<file path="src/rtl/core/rmct_ram.sv">
module rmct_ram #(
    parameter int WIDTH = 8,
    parameter int DEPTH = 16
) (
    input  logic                     i_clk,
    input  logic                     i_we,
    input  logic [$clog2(DEPTH)-1:0] i_waddr,
    input  logic [WIDTH-1:0]         i_wdata,
    input  logic [$clog2(DEPTH)-1:0] i_raddr_a,
    output logic [WIDTH-1:0]         o_rdata_a,
    input  logic [$clog2(DEPTH)-1:0] i_raddr_b,
    output logic [WIDTH-1:0]         o_rdata_b
);
    logic [WIDTH-1:0] r_mem [DEPTH];
    logic [WIDTH-1:0] r_rdata_a;
    logic [WIDTH-1:0] r_rdata_b;

    always_ff @(posedge i_clk) begin
        if (i_we) begin
            r_mem[i_waddr] <= i_wdata;
        end
        r_rdata_a <= r_mem[i_raddr_a];
        r_rdata_b <= r_mem[i_raddr_b];
    end

    assign o_rdata_a = r_rdata_a;
    assign o_rdata_b = r_rdata_b;
endmodule

</file>
<file path="config.mk">
export PLATFORM = sky130hd
export DESIGN_NAME = rmct_ram
export DESIGN_NICKNAME = d
export VERILOG_FILES = /design/src/rtl/core/rmct_ram.sv
export SDC_FILE = /design/constraint.sdc
export NUM_CORES = 1
export LEC_CHECK = 0
export CORE_MARGIN = 5
export CORE_UTILIZATION = 30
export CTS_CLUSTER_DIAMETER = 40
export DETAILED_ROUTE_END_ITERATION = 12
export DONT_BUFFER_PORTS = 1
export PLACE_DENSITY = 0.48
export SKIP_LAST_GASP = 1
export SLEW_MARGIN = 0
export SYNTH_ARGS = -nofsm -noshare
export SYNTH_HDL_FRONTEND = slang
export SYNTH_SLANG_ARGS = --single-unit
export TNS_END_PERCENT = 50
</file>
<file path="constraint.sdc">
create_clock -name i_clk -period 2.57 [get_ports i_clk]
set_clock_uncertainty 0.05 [all_clocks]
set_input_delay 0.514 -clock i_clk [delete_from_list [all_inputs] [get_ports i_clk]]
set_output_delay 0.514 -clock i_clk [all_outputs]
set_load 0.01 [all_outputs]
</file>
==> metrics.txt, run 1 <==
outcome finished, final reports clean; Slowest-stage cell, CP mux4_1; Wirelength per Cell around 26 um; Pleak 2.38 nW; I/O Buffers 0; arrival time worst endpoint between 1.5 and 2 ns; postcts setup bufs 0; Clock Latency Late Sink 0.41 ns; antenna cells 0; Resize count post-CTS 0; CP cell instances mux4_1 > a22oi_1 > nand2_1; total track usage 14.0%; Seq pwr share between 50% and 60%; core area ~21,000 um^2; Avg Inst Size Synth 20.7 um^2; Placed Instance Area 6680 um^2; FP Rows 53; fmax 647 MHz; Synth Instances 307; antenna-violating nets left 0; hold buffers post-CTS 0; CTS tree built; Final Critical Period about 1.5 ns; Max Fanout on Critical Path 2; Setup CP Type reg2reg; sw frac 20.1%; top cells by count, synth 128 x edfxtp_1, 34 x mux4_2, 32 x a22oi_1, 28 x mux4_1, 17 x nand2_1; cell family with most CP delay multiplexers; via count 3,206; Bufs on Longest Clock Path 2; Int Power 4.14 mW; Initial Util 30.3%; final net count 349; Ports 38; CP startpoint r_mem[1][4]$_DFFE_PP_; reg2reg start r_mem[1][4]$_DFFE_PP_; Worst slew margin 64.6%; RSZ-0062 raised after global routing no; initial antenna violation count 0; area share of the largest cell type after synthesis 60.6%; Critical Path RT around 2.8 ns; Synth area leader edfxtp_1; Comb pwr share 5.0%; largest net degree at the start of global routing 33; pwr dens 718 nW/um^2; DP Wirelength 10,300 um; clock group share of total power ~43%; Post-synth ARST share 0%; Yosys reg bits between 100 and 150; share of layout cells above drive strength 1 24.7%; number of buffers created by CTS 17; MaxCap Viol Count 0; top_reg_cell synth edfxtp_1; post-synthesis sequential area ratio roughly two thirds; die area 24,200 um^2; DR pass1 iterations 4; final instance area slightly above 7000 um^2; largest cells by area after synthesis edfxtp_1 61%, mux4_2 12%, mux4_1 12%; syn nets about 330; most frequent cell after synthesis edfxtp_1; crit-path max cell delay 0.52 ns; clk sinks 144; Post-Syn Area between 6000 and 7000 um^2; area delta synth->final 13.7%; Netlist cell types 20; number of synthesized flops with an enable pin 128; gr ovfl total 0; total of warnings raised by yosys 0; drt initial violations 283; CTS H-tree lvls 4; setup TNS 0 ns; routability cong. 0.733; Worst Max-Slew Pin Slew 0.532 ns; Worst IR Drop VDD 0.444 mV; final WL 16,300 um; Hold WC Path Type in2reg; Die Width 155 um; Hold WS 0.144 ns; final-report hold violation count 0; Worst setup EP type register; die height 155 um; drt drc 0; Net Sw Power ~1.0 mW; critical hold path startpoint i_wdata[5]; # setup viols final 0; Slew Limit Fails 0; first-pass GRT wire length 23,600 um; Via density 5.21; Clock transition at path regs 0.06 ns; CTS root buffer clkbuf_16; Critical Path Start Type register; period utilization between 60% and 70%; CP Buf/Inv Count 0; vias in the first global route 3,370
per-layer routing:
metal | global-route usage (%) | routed length [um] | part of all wire [%]
met5 | 0 | 0 | 0
met4 | 3.42 | 139 | 0.85
met3 | 5.51 | 1300 | 8.0
met2 | 20.7 | 7510 | 46
met1 | 19.6 | 7320 | 45
cell usage in the layout, fill, tap and decap left out, types with 4 or more instances in the layout:
| master | n |
|---|---|
| dfxtp_1 | 16 |
| nor2_1 | 14 |
| buf_4 | 21 |
| nand2_1 | 17 |
| clkbuf_1 | 6 |
| clkinv_2 | 5 |
| mux4_1 | 28 |
| clkbuf_16 | 17 |
| mux4_2 | 34 |
| a22oi_1 | 32 |
| edfxtp_1 | 128 |
| nor3_1 | 4 |
cell families (layout without fill, tap and decap cells):
| group | count (synthesis) | after routing | synth area share [%] |
|---|---|---|---|
| AO/OA/AOI/OAI | 32 | 32 | 3.79 |
| flip-flops | 144 | 144 | 65.6 |
| AND/OR/NAND/NOR | 47 | 47 | 3.43 |
| multiplexers | 64 | 64 | 24.4 |
| buffers and inverters | 20 | 53 | 2.72 |
area by class of cell:
cell class	count	area [um^2]
sequential	144	4160
tap	275	344
clock inverter	7	62.6
clock buffer	25	475
multi-input combinational	143	2010
fill	2032	13700
timing repair buffer	21	158
state kept, by name (all words and copies together) (netlist names):
signal / count
o_rdata_a: 8
r_mem: 128
o_rdata_b: 8
metrics by stage:
stage                     instances  utilization (%)  total power, mW  worst slack, ns
after global routing            615             34.4             5.37            0.900
after CTS                       615             34.4             5.24             1.04
final                           615             34.4             5.18             1.02
after global placement          583             31.9             2.98            0.843
after detailed placement        583             31.9             2.98            0.842
after floorplan                 307                -             2.94            0.513
power groups by stage:
| stage | Sequential (mW) | Clock [mW] | Combinational, mW |
|---|---|---|---|
| 2_1_floorplan | 2.70 | 0 | 0.237 |
| 3_3_place_gp | 2.72 | 0 | 0.259 |
| 3_5_place_dp | 2.72 | 0 | 0.259 |
| 4_1_cts | 2.67 | 2.30 | 0.260 |
| 5_1_grt | 2.68 | 2.42 | 0.273 |
| 6_report | 2.67 | 2.25 | 0.257 |
worst paths after layout:
kind	to	slack [ns]	cells past startpoint
setup / recovery	o_rdata_a[4]$_DFF_P_	1.02	3
hold / removal	r_mem[0][5]$_DFFE_PP_	0.14	0
setup reg to reg	o_rdata_a[4]$_DFF_P_	1.02	3
hold reg to reg	o_rdata_b[1]$_DFF_P_	0.65	3
Note: power is estimated with default switching activity, not from simulation.
==> run 2, diff against run 1 <==
==> constraint.sdc (replaced) <==
create_clock -name i_clk -period 1.5 [get_ports i_clk]
set_clock_uncertainty 0.05 [all_clocks]
set_input_delay 0.3 -clock i_clk [delete_from_list [all_inputs] [get_ports i_clk]]
set_output_delay 0.3 -clock i_clk [all_outputs]
set_load 0.01 [all_outputs]
==> metrics.txt, run 2 (synthesis results as in run 1) <==
CP startpoint r_mem[0][0]$_DFFE_PP_; Layout Cells excl Fill 624 (+1.5%); setup ws final -0.00453 ns (-1.03 ns); # fillers 1,986 (-2.3%); area delta synth->final 16.4%; CTS H-tree lvls 4 (unchanged); vias in the first global route 3,438 (+2.0%); largest net degree at the start of global routing 33 (unchanged); DR pass1 iterations 5 (+1); Reg2Reg Depth 3 (unchanged); max reg flops 128 (unchanged); Max Fanout on Critical Path 2 (unchanged); pwr dens 1270 nW/um^2 (+77%); Slew Limit Fails 0 (unchanged); reg2reg start r_mem[0][0]$_DFFE_PP_; Via density 5.28 (+1.4%); core area 21,000 um^2 (unchanged); DP Wirelength 10,500 um (+2.0%); Critical Path Start Type register; Setup WS pre-CTS -0.0868 ns (-0.929 ns); period utilization 100% (+40 points); share of layout cells above drive strength 1 26.9% (+2.2 points); drt initial violations 240 (-15%); total track usage 13.8% (-0.25 points); CTS root buffer clkbuf_16; critical hold path startpoint i_raddr_b[1]; final WL 16,300 um (+0.15%); initial antenna violation count 0 (unchanged); final instance area 7390 um^2 (+2.4%); fmax 665 MHz (+2.8%); Critical Path RT 1.74 ns (-1.07 ns); FP Rows 53 (unchanged); Hold WS 0.148 ns (+0.00441 ns); Placed Instance Area 6690 um^2 (+0.19%); die area 24,200 um^2 (unchanged); total design power 9.38 mW (+81%); first-pass GRT wire length 23,300 um (-1.1%); final-report hold violation count 0 (unchanged); routability cong. 0.790 (+7.8%); Clock Latency Late Sink 0.41 ns (about the same); MaxCap Viol Count 0 (unchanged); Worst Max-Slew Pin Slew 0.928 ns (+0.396 ns); final net count 358 (+2.6%); via count 3,297 (+2.8%); arrival time worst endpoint 1.75 ns (-0.04 ns); CTS tree built; drt drc 0 (unchanged); Worst setup EP type register; Sequential cell area 4160 um^2 (unchanged); I/O Buffers 0 (unchanged); outcome complete, but fails checks; commonest non-fill, non-tap cell in the layout edfxtp_1; postcts setup bufs 0 (unchanged); clk sinks 144 (unchanged); Die Width 155 um (unchanged); WHS Path Cells 3 (+3); Initial Util 30.3% (unchanged); Bufs on Longest Clock Path 2 (unchanged); # setup viols final 1 (+1); Ports 38 (unchanged); Worst IR Drop VDD 0.756 mV (+70%); Placed Instances 584 (+0.17%); antenna-violating nets left 0 (unchanged); Hold WC Path Type in2reg; fin util 35.2% (+0.82 points); die height 155 um (unchanged); RSZ-0062 raised after global routing yes; Setup CP Type reg2reg; Pleak 2.44 nW (+2.7%); gr ovfl total 0 (unchanged); failing checks negative setup slack; area of the multi-input gates 2020 um^2 (+0.75%); Wirelength per Cell 26.1 um (-1.3%); commonest non-fill, non-tap cells in the layout 128 x edfxtp_1, 34 x mux4_2, 30 x a22oi_1, 28 x mux4_1, 22 x buf_4; setup TNS -0.00453 ns (-0.00453 ns); antenna cells 0 (unchanged); Worst slew margin 38.0% (-27 points); largest reg by FF count r_mem; number of buffers created by CTS 17 (unchanged); Clock transition at path regs 0.06 ns (about the same); Final Critical Period 1.50 ns (-0.0418 ns)
[run 2: critical path, cell delays in order (launching register included)]
cell and delay [ns]:
edfxtp_1 0.40, mux4_1 0.51, a22oi_1 0.31, nand2_1 0.11
[run 2: report_power, final]
| part | switching [mW] | internal [mW] | total (mW) |
|---|---|---|---|
| combinational | 0.235 | 0.261 | 0.496 |
| sequential | 0.0901 | 4.49 | 4.58 |
| clock | 1.67 | 2.63 | 4.30 |
| total | 1.99 | 7.38 | 9.38 |
[run 2: cell type report]
type	count	area share [%]
Clock buffer	17	5.76
Clock inverter	15	2.47
Multi-Input combinational cell	143	27.4
Sequential cell	144	56.4
Tap cell	275	4.66
Timing Repair Buffer	30	3.32
[run 2: repair_timing]
| action | CTS | global route |
|---|---|---|
| pin swaps | 0 | 2 |
| gates resized for setup | 2 | 0 |
| endpoints found under the hold margin | 128 | 0 |
| hold buffers | 8 | 0 |
| setup endpoints to repair | 2 | 3 |
[run 2: layer usage]
layer,wire length (um),global-route usage [%],share of wire [%],up-vias
li1,-,-,-,1405
met1,7680,19.5,47,1784
met2,7480,20.4,46,102
met3,1040,5.12,6.4,6
met4,89,3.04,0.55,0
met5,0,0,0,-
[run 2: final timing paths]
| kind | endpoint | slack [ns] |
|---|---|---|
| hold / removal | o_rdata_b[1]$_DFF_P_ | 0.15 |
| hold reg to reg | o_rdata_b[1]$_DFF_P_ | 0.65 |
| setup / recovery | o_rdata_b[0]$_DFF_P_ | -0.005 |
| setup reg to reg | o_rdata_b[0]$_DFF_P_ | -0.005 |
