File: src/rtl/core/rmct_pkg.sv
package rmct_pkg;

    localparam int DEF_LEAF_COUNT = 1024;
    localparam int DEF_VALUE_BITS = 32;

    localparam int POS_BITS       = 10;
    localparam int RANGE_BITS     = 11;
    localparam int LEN_BITS       = 11;
    localparam int COUNT_OUT_BITS = 11;

    localparam logic [LEN_BITS-1:0] LEN_RESET = 11'd1024;

    localparam logic OP_WRITE = 1'b0;
    localparam logic OP_QUERY = 1'b1;

    typedef enum logic [1:0] {
        ST_CLEAR,
        ST_IDLE,
        ST_WRITE,
        ST_QUERY
    } t_state;

    typedef struct packed {
        logic clearing;
        logic querying;
    } t_status;

endpackage

File: src/rtl/core/rmct_req_if.sv
interface rmct_req_if #(
    parameter int VALUE_BITS = rmct_pkg::DEF_VALUE_BITS
);
    logic                                valid;
    logic                                ready;
    logic                                opcode;
    logic [rmct_pkg::POS_BITS-1:0]       position;
    logic signed [VALUE_BITS-1:0]        wr_value;
    logic [rmct_pkg::RANGE_BITS-1:0]     range_start;
    logic [rmct_pkg::RANGE_BITS-1:0]     range_end;

    modport source (
        output valid, opcode, position, wr_value, range_start, range_end,
        input  ready
    );
    modport sink (
        input  valid, opcode, position, wr_value, range_start, range_end,
        output ready
    );
endinterface

File: src/rtl/core/rmct_rsp_if.sv
interface rmct_rsp_if #(
    parameter int VALUE_BITS = rmct_pkg::DEF_VALUE_BITS
);
    logic                                valid;
    logic                                ready;
    logic signed [VALUE_BITS-1:0]        min_value;
    logic [rmct_pkg::COUNT_OUT_BITS-1:0] min_count;
    logic                                range_empty;

    modport source (
        output valid, min_value, min_count, range_empty,
        input  ready
    );
    modport sink (
        input  valid, min_value, min_count, range_empty,
        output ready
    );
endinterface

File: src/rtl/core/rmct_ctrl.sv
module rmct_ctrl #(
    parameter int LEAF_COUNT = rmct_pkg::DEF_LEAF_COUNT,
    parameter int VALUE_BITS = rmct_pkg::DEF_VALUE_BITS,
    parameter int AW         = $clog2(LEAF_COUNT) + 1,
    parameter int EW         = VALUE_BITS + $clog2(LEAF_COUNT + 1)
) (
    input  logic                          i_clk,
    input  logic                          i_rst_n,
    input  logic [rmct_pkg::LEN_BITS-1:0] i_active_length,
    rmct_req_if.sink                      i_req,
    rmct_rsp_if.source                    o_rsp,
    output logic                          o_ram_we,
    output logic [AW-1:0]                 o_ram_waddr,
    output logic [EW-1:0]                 o_ram_wdata,
    output logic [AW-1:0]                 o_ram_raddr_a,
    input  logic [EW-1:0]                 i_ram_rdata_a,
    output logic [AW-1:0]                 o_ram_raddr_b,
    input  logic [EW-1:0]                 i_ram_rdata_b,
    output rmct_pkg::t_status             o_status
);
    localparam int LW     = AW - 1;
    localparam int IW     = LW + 2;
    localparam int CW     = EW - VALUE_BITS;
    localparam int P      = 1 << LW;
    localparam int LenCap = (LEAF_COUNT < 2047) ? LEAF_COUNT : 2047;
    localparam int LNB    = rmct_pkg::LEN_BITS;

    typedef struct packed {
        logic signed [VALUE_BITS-1:0] val;
        logic [CW-1:0]                cnt;
    } t_node;

    localparam t_node IDENT = '{val: {1'b0, {(VALUE_BITS-1){1'b1}}}, cnt: '0};

    function automatic t_node node_merge(t_node a, t_node b);
        t_node m;
        if (a.val == b.val) begin
            m.val = a.val;
            m.cnt = CW'(a.cnt + b.cnt);
        end else if (a.val < b.val) begin
            m = a;
        end else begin
            m = b;
        end
        return m;
    endfunction

    rmct_pkg::t_state r_state, n_state;
    logic [AW-1:0]    r_clr_addr, n_clr_addr;
    logic [AW-1:0]    r_node, n_node;
    t_node            r_carry, n_carry;
    logic [IW-1:0]    r_l, n_l;
    logic [IW-1:0]    r_r, n_r;
    t_node            r_acc, n_acc;
    logic             r_pend_a, n_pend_a;
    logic             r_pend_b, n_pend_b;
    logic             r_empty, n_empty;
    logic             r_out_valid;
    t_node            r_out;
    logic             r_out_empty;

    t_node            rd_a, rd_b, up_merge, q_m1, q_m2, leaf_node;
    logic [LNB-1:0]   len, end_clip;
    logic             pos_ok, q_empty, out_free, load_out;
    logic [AW-1:0]    leaf_addr;

    assign rd_a = i_ram_rdata_a;
    assign rd_b = i_ram_rdata_b;

    assign len       = (i_active_length > LNB'(LenCap)) ? LNB'(LenCap) : i_active_length;
    assign pos_ok    = LNB'(i_req.position) < len;
    assign leaf_addr = {1'b1, LW'(i_req.position)};
    assign leaf_node = '{val: i_req.wr_value, cnt: CW'(1)};
    assign end_clip  = (i_req.range_end > len) ? len : i_req.range_end;
    assign q_empty   = i_req.range_start >= end_clip;

    assign up_merge = node_merge(r_carry, rd_a);
    assign q_m1     = r_pend_a ? node_merge(r_acc, rd_a) : r_acc;
    assign q_m2     = r_pend_b ? node_merge(q_m1, rd_b) : q_m1;
    assign out_free = !r_out_valid || o_rsp.ready;

    always_comb begin
        n_state       = r_state;
        n_clr_addr    = r_clr_addr;
        n_node        = r_node;
        n_carry       = r_carry;
        n_l           = r_l;
        n_r           = r_r;
        n_acc         = r_acc;
        n_pend_a      = 1'b0;
        n_pend_b      = 1'b0;
        n_empty       = r_empty;
        o_ram_we      = 1'b0;
        o_ram_waddr   = r_clr_addr;
        o_ram_wdata   = IDENT;
        o_ram_raddr_a = '0;
        o_ram_raddr_b = '0;
        load_out      = 1'b0;
        i_req.ready   = 1'b0;
        unique case (r_state)
            rmct_pkg::ST_CLEAR: begin
                o_ram_we   = 1'b1;
                n_clr_addr = r_clr_addr + AW'(1);
                if (&r_clr_addr) begin
                    n_state = rmct_pkg::ST_IDLE;
                end
            end
            rmct_pkg::ST_IDLE: begin
                i_req.ready = 1'b1;
                if (i_req.valid) begin
                    if (i_req.opcode == rmct_pkg::OP_WRITE) begin
                        // out-of-range writes are taken and dropped
                        if (pos_ok) begin
                            o_ram_we      = 1'b1;
                            o_ram_waddr   = leaf_addr;
                            o_ram_wdata   = leaf_node;
                            o_ram_raddr_a = leaf_addr ^ AW'(1);
                            n_node        = leaf_addr >> 1;
                            n_carry       = leaf_node;
                            n_state       = rmct_pkg::ST_WRITE;
                        end
                    end else begin
                        n_empty = q_empty;
                        n_acc   = IDENT;
                        n_l     = q_empty ? '0 : IW'(P) + IW'(i_req.range_start);
                        n_r     = q_empty ? '0 : IW'(P) + IW'(end_clip);
                        n_state = rmct_pkg::ST_QUERY;
                    end
                end
            end
            rmct_pkg::ST_WRITE: begin
                // sibling of a node on the path is never written by this walk
                o_ram_we      = 1'b1;
                o_ram_waddr   = r_node;
                o_ram_wdata   = up_merge;
                o_ram_raddr_a = r_node ^ AW'(1);
                n_carry       = up_merge;
                n_node        = r_node >> 1;
                if (r_node == AW'(1)) begin
                    n_state = rmct_pkg::ST_IDLE;
                end
            end
            rmct_pkg::ST_QUERY: begin
                n_acc = q_m2;
                if (r_l < r_r) begin
                    o_ram_raddr_a = AW'(r_l);
                    o_ram_raddr_b = AW'(r_r - IW'(1));
                    n_pend_a      = r_l[0];
                    n_pend_b      = r_r[0];
                    n_l           = (r_l + IW'(r_l[0])) >> 1;
                    n_r           = r_r >> 1;
                end else if (out_free) begin
                    load_out = 1'b1;
                    n_state  = rmct_pkg::ST_IDLE;
                end
            end
            default: begin
                n_state = rmct_pkg::ST_CLEAR;
            end
        endcase
    end

    always_ff @(posedge i_clk) begin
        if (!i_rst_n) begin
            r_state     <= rmct_pkg::ST_CLEAR;
            r_clr_addr  <= '0;
            r_pend_a    <= 1'b0;
            r_pend_b    <= 1'b0;
            r_out_valid <= 1'b0;
        end else begin
            r_state    <= n_state;
            r_clr_addr <= n_clr_addr;
            r_pend_a   <= n_pend_a;
            r_pend_b   <= n_pend_b;
            if (load_out) begin
                r_out_valid <= 1'b1;
            end else if (o_rsp.ready) begin
                r_out_valid <= 1'b0;
            end
        end
    end

    always_ff @(posedge i_clk) begin
        r_node  <= n_node;
        r_carry <= n_carry;
        r_l     <= n_l;
        r_r     <= n_r;
        r_acc   <= n_acc;
        r_empty <= n_empty;
        if (load_out) begin
            r_out       <= n_acc;
            r_out_empty <= r_empty;
        end
    end

    assign o_rsp.valid       = r_out_valid;
    assign o_rsp.min_value   = r_out.val;
    assign o_rsp.min_count   = rmct_pkg::COUNT_OUT_BITS'(r_out.cnt);
    assign o_rsp.range_empty = r_out_empty;

    assign o_status.clearing = (r_state == rmct_pkg::ST_CLEAR);
    assign o_status.querying = (r_state == rmct_pkg::ST_QUERY);
endmodule

File: src/flat_wrapper.sv
// flat-port wrapper written by rule: the top's interface ports become plain ports
module rmct_ctrl_flat 
#(
    parameter int LEAF_COUNT = rmct_pkg::DEF_LEAF_COUNT,
    parameter int VALUE_BITS = rmct_pkg::DEF_VALUE_BITS,
    parameter int AW         = $clog2(LEAF_COUNT) + 1,
    parameter int EW         = VALUE_BITS + $clog2(LEAF_COUNT + 1)
)
  (i_clk, i_rst_n, i_active_length, o_ram_we, o_ram_waddr, o_ram_wdata, o_ram_raddr_a, i_ram_rdata_a, o_ram_raddr_b, i_ram_rdata_b, o_status, i_req_valid, i_req_opcode, i_req_position, i_req_wr_value, i_req_range_start, i_req_range_end, i_req_ready, o_rsp_valid, o_rsp_min_value, o_rsp_min_count, o_rsp_range_empty, o_rsp_ready);
  rmct_req_if #(.VALUE_BITS(VALUE_BITS)) i_req_i ();
  rmct_rsp_if #(.VALUE_BITS(VALUE_BITS)) o_rsp_i ();
  input  logic i_clk;
  input  logic i_rst_n;
  input  logic [rmct_pkg::LEN_BITS-1:0] i_active_length;
  output logic o_ram_we;
  output logic [AW-1:0] o_ram_waddr;
  output logic [EW-1:0] o_ram_wdata;
  output logic [AW-1:0] o_ram_raddr_a;
  input  logic [EW-1:0] i_ram_rdata_a;
  output logic [AW-1:0] o_ram_raddr_b;
  input  logic [EW-1:0] i_ram_rdata_b;
  output rmct_pkg::t_status o_status;
  input wire logic [$bits(i_req_i.valid)-1:0] i_req_valid;
  input wire logic [$bits(i_req_i.opcode)-1:0] i_req_opcode;
  input wire logic [$bits(i_req_i.position)-1:0] i_req_position;
  input wire logic [$bits(i_req_i.wr_value)-1:0] i_req_wr_value;
  input wire logic [$bits(i_req_i.range_start)-1:0] i_req_range_start;
  input wire logic [$bits(i_req_i.range_end)-1:0] i_req_range_end;
  output wire logic [$bits(i_req_i.ready)-1:0] i_req_ready;
  output wire logic [$bits(o_rsp_i.valid)-1:0] o_rsp_valid;
  output wire logic [$bits(o_rsp_i.min_value)-1:0] o_rsp_min_value;
  output wire logic [$bits(o_rsp_i.min_count)-1:0] o_rsp_min_count;
  output wire logic [$bits(o_rsp_i.range_empty)-1:0] o_rsp_range_empty;
  input wire logic [$bits(o_rsp_i.ready)-1:0] o_rsp_ready;
  assign i_req_i.valid = i_req_valid;
  assign i_req_i.opcode = i_req_opcode;
  assign i_req_i.position = i_req_position;
  assign i_req_i.wr_value = i_req_wr_value;
  assign i_req_i.range_start = i_req_range_start;
  assign i_req_i.range_end = i_req_range_end;
  assign i_req_ready = i_req_i.ready;
  assign o_rsp_valid = o_rsp_i.valid;
  assign o_rsp_min_value = o_rsp_i.min_value;
  assign o_rsp_min_count = o_rsp_i.min_count;
  assign o_rsp_range_empty = o_rsp_i.range_empty;
  assign o_rsp_i.ready = o_rsp_ready;
  rmct_ctrl #(.LEAF_COUNT(LEAF_COUNT), .VALUE_BITS(VALUE_BITS), .AW(AW), .EW(EW)) u_core (.i_clk(i_clk), .i_rst_n(i_rst_n), .i_active_length(i_active_length), .i_req(i_req_i), .o_rsp(o_rsp_i), .o_ram_we(o_ram_we), .o_ram_waddr(o_ram_waddr), .o_ram_wdata(o_ram_wdata), .o_ram_raddr_a(o_ram_raddr_a), .i_ram_rdata_a(i_ram_rdata_a), .o_ram_raddr_b(o_ram_raddr_b), .i_ram_rdata_b(i_ram_rdata_b), .o_status(o_status));
endmodule
File: config.mk
export PLATFORM = sky130hd
export DESIGN_NAME = rmct_ctrl_flat
export DESIGN_NICKNAME = d
export VERILOG_FILES = /design/src/rtl/core/rmct_pkg.sv /design/src/rtl/core/rmct_req_if.sv /design/src/rtl/core/rmct_rsp_if.sv /design/src/rtl/core/rmct_ctrl.sv /design/src/flat_wrapper.sv
export SDC_FILE = /design/constraint.sdc
export NUM_CORES = 1
export LEC_CHECK = 0
export CORE_ASPECT_RATIO = 1.1
export CORE_MARGIN = 2
export CORE_UTILIZATION = 35
export DETAILED_ROUTE_END_ITERATION = 8
export DONT_BUFFER_PORTS = 1
export MAX_ROUTING_LAYER = met4
export PLACE_DENSITY_LB_ADDON = 0.12
export SYNTH_ARGS = -nofsm -noshare
export SYNTH_HDL_FRONTEND = slang
export SYNTH_SLANG_ARGS = --single-unit
File: constraint.sdc
create_clock -name i_clk -period 6.5 [get_ports i_clk]
set_input_delay 0.975 -clock i_clk [delete_from_list [all_inputs] [get_ports i_clk]]
set_output_delay 0.975 -clock i_clk [all_outputs]
set_load 0.03 [all_outputs]
==> metrics.txt, run 1 <==
status=complete, no violations; Max stage delay on crit path=470 ps; Unique masters post-synth=67; Syn Area/Cell=8.54 um2; CP cell instances=inv_1 -> ha_1 -> nand4_1 -> or3_1 -> a211oi_1 -> or3_1 -> a21boi_1 -> a21o_1 -> nor2_4 -> buf_4 -> mux2_2 -> ha_1 -> a21o_1 -> a21oi_1 -> nor2b_1 -> o31ai_1 -> a31oi_1 -> a41oi_1 -> buf_4 -> o21a_1 -> buf_12 -> o2111ai_1 -> mux2_2 -> o21ai_0; H-tree level count=4; num rows=78; WL/cell=22.7 um; # IOs=291; DIE HEIGHT=217 um; power density over cell area=168 mW/mm2; Inserted Diodes=0; minimum clock period=5770 ps; #FFs+latches synth=181; Worst-Margin Slew=1110 ps; CTS resizes=0; Root Driver=clkbuf_16; Setup CP Type=input port to flip-flop; Final WS setup=732 ps; pins over their slew limit=0; Nets=2021; Layout Area Growth over Synthesis=9.29%; number of flops mapped to enable cells by yosys=122; Leak Pwr=6.13 nW; die width=198 um; Final Hold Viols=0; Buffers on Ports=0; fraction of layout cells with a size suffix above 1=0.0906; Sink Count=181; met3 routed WL=3.67 mm; Initial DRC Count=837; postcts setup bufs=0; top sig layer=met4; mapped cell area=0.0145 mm2; predominant post-synthesis flop cell=edfxtp_1; HP Class=flip-flop to flip-flop; initial core utilization=0.353; core area=0.0410 mm2; CP startpoint kind=input port; Tcrit/Tclk final=0.887; DRC viols=0; VDD IR max=0.000190 V; Crit. End Element=flip-flop; setup TNS=0 ps; Max FO, Critical Path=17; Finish-stage setup viols=0; Vias=12700; DP Worst Slack=375 ps; asr flop ratio synth=0; Post-DRT Antenna Nets=0; CP Data Required Time=6780 ps; Overflow after GRT=0; area leader, netlist=edfxtp_1; Clock Skews=19.3 ps; Synthesis Warnings=0; maxcap violations=0; sequential fraction of the synthesis area=0.335; Arr. time, crit path=6040 ps; Worst path slowest cell=or3_1; RSZ-0062 raised after global routing=false; Crit path buffers/inverters=4; CTS tree=yes; first-pass iteration count of the detailed router=6; hpwl dp=38.9 mm; Tot GR Track Use=0.239; family with the most delay on the worst path=compound AO/OA/AOI/OAI gates; vias in the first global route=12600; hold_buf cts=0; Worst-path clk slew=70 ps; largest net degree at the start of global routing=69; die area=0.0429 mm2; DR vias/cell=5.74; top-area cell type share of the netlist area=0.253; Longest Clk Path Bufs=2; Worst slew margin=0.258; antenna violations before repair=2; Mapped Cells=1693; number of CTS-inserted buffers=17; metal2 WL=25.2 mm; clock latency on the worst-skew pair=470 ps; gpl congestion=0.887; Achievable Freq=173 MHz; Routed WL=50.2 mm; Syn Nets=2038; DRT met1 WL=20.0 mm; largest cells by area after synthesis=edfxtp_1, ha_1, dfxtp_1; first-pass GRT wire length=75.2 mm
cell type report:
| class | count | area [um2] |
|---|---|---|
| clock inverter | 12 | 103 |
| timing repair buffer | 52 | 440 |
| sequential | 181 | 4840 |
| clock buffer | 20 | 458 |
| inverter | 155 | 582 |
| multi-input combinational | 1269 | 8720 |
| fill | 4194 | 25200 |
| tap | 520 | 651 |
placed cells by master (no fill, tap or decap), types with 7 or more instances in the layout:
cell	instances
a31oi_1	34
and2_1	10
or2_2	7
nor2b_1	15
nand4_1	23
xnor2_1	35
nor3_1	31
clkbuf_16	18
nor4_1	37
xor2_1	14
nor2_1	148
a21o_1	25
mux2_2	47
o22ai_1	61
inv_1	153
o21a_1	21
a222oi_1	10
or3_1	12
edfxtp_1	122
a211oi_1	18
nand2_1	132
nand2b_1	8
and3_1	9
nand3_1	20
a21oi_1	101
mux2i_1	8
a22o_1	7
a22oi_1	9
dfxtp_1	59
ha_1	173
o21ai_0	171
buf_4	48
layer usage:
layer | vias up | track usage
met2 | 384 | 0.418
met3 | 62 | 0.0612
li1 | 6182 | -
met4 | 0 | 0.0769
met1 | 6062 | 0.265
met5 | - | -
synthesized netlist by cell type, drive strengths merged, types with 14 or more instances:
library cell and number:
a211oi 18, a21o 25, a21oi 102, a31oi 34
buf 17, clkbuf 71, dfxtp 59, edfxtp 122
ha 176, inv 154, mux2 47, nand2 132
nand3 20, nand4 23, nor2 151, nor2b 16
nor3 31, nor4 38, o21a 21, o21ai 172
o22ai 61, xnor2 35, xor2 14
worst paths after layout:
kind	slack, ps	startpoint	depth (start not counted)	end
setup / recovery	730	i_ram_rdata_a[24]	24	u_core.o_rsp.min_count[10]
hold / removal	420	u_core.r_empty	0	u_core.o_rsp.range_empty
setup reg to reg	940	u_core.r_acc[25]	23	u_core.o_rsp.min_count[10]
hold reg to reg	420	u_core.r_empty	0	u_core.o_rsp.range_empty
registers in the layout, indices dropped and copies added (netlist names):
name                      cells
u_core.r_empty                1
u_core.r_clr_addr            11
u_core.r_l                   12
u_core.r_pend_b               1
u_core.r_acc                 43
u_core.r_pend_a               1
u_core.r_node                10
u_core.o_rsp.min_value       32
u_core.r_state                2
u_core.o_rsp.range_empty      1
u_core.o_rsp.min_count       11
u_core.o_rsp.valid            1
u_core.r_r                   12
u_core.r_carry               43
cell families (layout without fill, tap and decap cells):
group / after synthesis / count (layout) / share of synthesized area
compound gates: 514 / 514 / 0.218
simple gates: 471 / 471 / 0.153
fa+ha+maj: 179 / 179 / 0.156
flops: 181 / 181 / 0.335
buf+inv: 243 / 239 / 0.0649
mux: 56 / 56 / 0.0431
xor+xnor: 49 / 49 / 0.0297
metrics by stage:
step / utilization / hold WS [ps] / total power, mW / area (um2) / std cells
after floorplan: - / 400 / 1.54 / 14500 / 1693
after global placement: 0.372 / 402 / 1.63 / 15200 / 2177
after detailed placement: 0.372 / 418 / 1.63 / 15200 / 2177
after CTS: 0.385 / 422 / 2.68 / 15800 / 2209
after global routing: 0.385 / 440 / 2.76 / 15800 / 2209
final: 0.385 / 423 / 2.65 / 15800 / 2209
worst reg2reg max path, stage by stage (launching register included):
cell and delay, ps:
dfxtp_1 360, ha_1 320, nand4_1 170, or3_1 470, a211oi_1 170, or3_1 180, a21boi_1 100, a21o_1 240
nor2_4 90, buf_4 280, mux2_2 400, ha_1 290, a21o_1 160, a21oi_1 140, nor2b_1 70, o31ai_1 450
a31oi_1 150, a41oi_1 220, buf_4 170, o21a_1 170, buf_12 140, o2111ai_1 100, mux2_2 300, o21ai_0 220
power by group:
group / internal [mW] / switching, mW
logic: 0.156 / 0.213
registers: 1.23 / 0.00580
clock network: 0.549 / 0.493
No activity file was read; power rests on OpenSTA's default activity.
==> run 2: changes to the inputs <==
Clock period 6.5 ns to 4.8 ns, I/O delays scaled along.
==> run 2 against run 1 <==
Net effect:
- the flow now finishes with violations (setup timing)
- final cell count rose by 9.8%
- register-to-register slack worse by 1200 ps
- core utilization increased by 7.0 points
- clock-buffer cell count down 1
- non-clock buffer count rose by 216
- critical endpoint is now u_core.r_acc[27]
==> metrics.txt, run 2 (synthesized netlist as in run 1, its figures left out) <==
status=complete, but fails checks; failing checks=setup timing; CP Data Required Time=5220 ps; CP startpoint=u_core.r_acc[23]; Initial DRC Count=769; non-filler cells, final=2426; register area=0.00486 mm2; maxcap violations=0; num rows=78; Pwr Total=3.73 mW; largest net degree at the start of global routing=98; gpl congestion=0.901; DIE HEIGHT=217 um; Hold Path Sink=u_core.r_clr_addr[7]; Layout Area Growth over Synthesis=29.0%; Crit Reg-Reg Endpoint=u_core.r_acc[27]; R2R setup slack=-210 ps; Arr. time, crit path=5440 ps; Max FO, Critical Path=8; number of CTS-inserted buffers=17; minimum clock period=5010 ps; hpwl dp=40.3 mm; Setup CP Type=flip-flop to flip-flop; Crit. End Element=flip-flop; die area=0.0429 mm2; Final WS setup=-214 ps; DR vias/cell=5.66; Vias=13700; core area=0.0410 mm2; most common cell after layout, fill and taps aside=buf_4; VDD IR max=0.000252 V; first-pass GRT wire length=79.9 mm; Overflow after GRT=0; hold_buf cts=0; Buffers on Ports=0; Longest Clk Path Bufs=2; Tcrit/Tclk final=1.04; Worst slew margin=0.216; CTS tree=yes; hold path cells=1; initial core utilization=0.353; clock latency on the worst-skew pair=470 ps; RSZ-0062 raised after global routing=true; vias in the first global route=13600; Worst-path clk slew=80 ps; DRC viols=0; Tot GR Track Use=0.255; H-tree level count=4; Post-DRT Antenna Nets=0; FILL cells=3983; DP Worst Slack=-674 ps; HP Class=input port to flip-flop; CP startpoint kind=flip-flop; WL/cell=22.3 um; Final Hold Viols=0; Leak Pwr=7.36 nW; multi-input logic area=0.00962 mm2; pins over their slew limit=0; die width=198 um; Achievable Freq=199 MHz; Nets=2237; min-delay src=i_rst_n; Routed WL=54.1 mm; worst r2r src=u_core.r_acc[23]; Root Driver=clkbuf_16; antenna violations before repair=1; Sink Count=181; r2r worst-path depth=26; fraction of layout cells with a size suffix above 1=0.257; most frequent cells in the layout=buf_4, nor2_1, ha_1, inv_1, o21ai_0; power density over cell area=200 mW/mm2; Final Util=0.455; Clock Skews=15.2 ps; setup TNS=-9510 ps; first-pass iteration count of the detailed router=5; Finish-stage setup viols=80; Worst-Margin Slew=1170 ps; Placed Instances=2362; # IOs=291
==> run 2: where the power goes <==
part / total [mW] / switching [mW] / leakage (nW) / internal [mW]
sequential: 1.68 / 0.00949 / 1.49 / 1.67
combinational: 0.625 / 0.319 / 5.60 / 0.306
clock: 1.43 / 0.693 / 0.271 / 0.735
total: 3.73 / 1.02 / 7.36 / 2.71
==> run 2: cell type report <==
cell class	count	share of cell area
tap	520	0.0349
multi-input combinational	1269	0.516
antenna	1	0.000134
sequential	181	0.261
timing repair buffer	268	0.126
inverter	155	0.0321
clock inverter	13	0.00664
clock buffer	19	0.0237
==> run 2: through the flow <==
step	hold slack, ps	area, um2
floorplan	400	14800
global placement	411	17000
detailed placement	418	17000
CTS	351	18200
global route	354	18700
finish	378	18700
==> run 2: critical path: stages, from the launching register on <==
cell and delay [ps]:
dfxtp_4 360, ha_4 260, nand4_1 120, or3_4 400
a211oi_2 160, or3_4 180, a21boi_2 60, a21o_1 200
nor2_4 140, buf_12 140, buf_12 140, mux2_4 320
ha_4 270, and4_4 230, and4bb_2 250, nand2_2 70
a211o_1 320, buf_6 130, a41oi_2 130, buf_6 150
nand2_2 80, nor2_4 170, buf_12 150, clkbuf_16 150
nor2_1 60, o22ai_2 190, buf_4 140
==> run 2: routing by layer <==
layer	part of all wire	vias to the layer above	global-route usage
met5	0	-	-
met2	0.48	432	0.411
met1	0.41	6604	0.298
li1	-	6607	-
met4	0.032	0	0.101
met3	0.079	83	0.0769
==> run 2: what timing repair did <==
action / in CTS / in global routing
gates resized for setup: 83 / 84
pin swaps: 17 / 22
buffers inserted: 19 / 5
endpoints found under the hold margin: 0 / 0
endpoints found under the setup margin: 89 / 91
gates cloned: 7 / 3
==> run 2: how the worst max path moves through the flow <==
stage	endpoint	slack (ps)	cells after the start
2_1_floorplan	u_core.o_rsp.min_count[3]	-140	22
3_3_place_gp	u_core.o_rsp.min_count[10]	-610	21
3_5_place_dp	u_core.o_rsp.min_value[31]	-670	23
4_1_cts	u_core.o_rsp.min_count[6]	-160	25
5_1_grt	u_core.o_rsp.min_count[10]	-380	24
6_report	u_core.r_acc[27]	-210	26
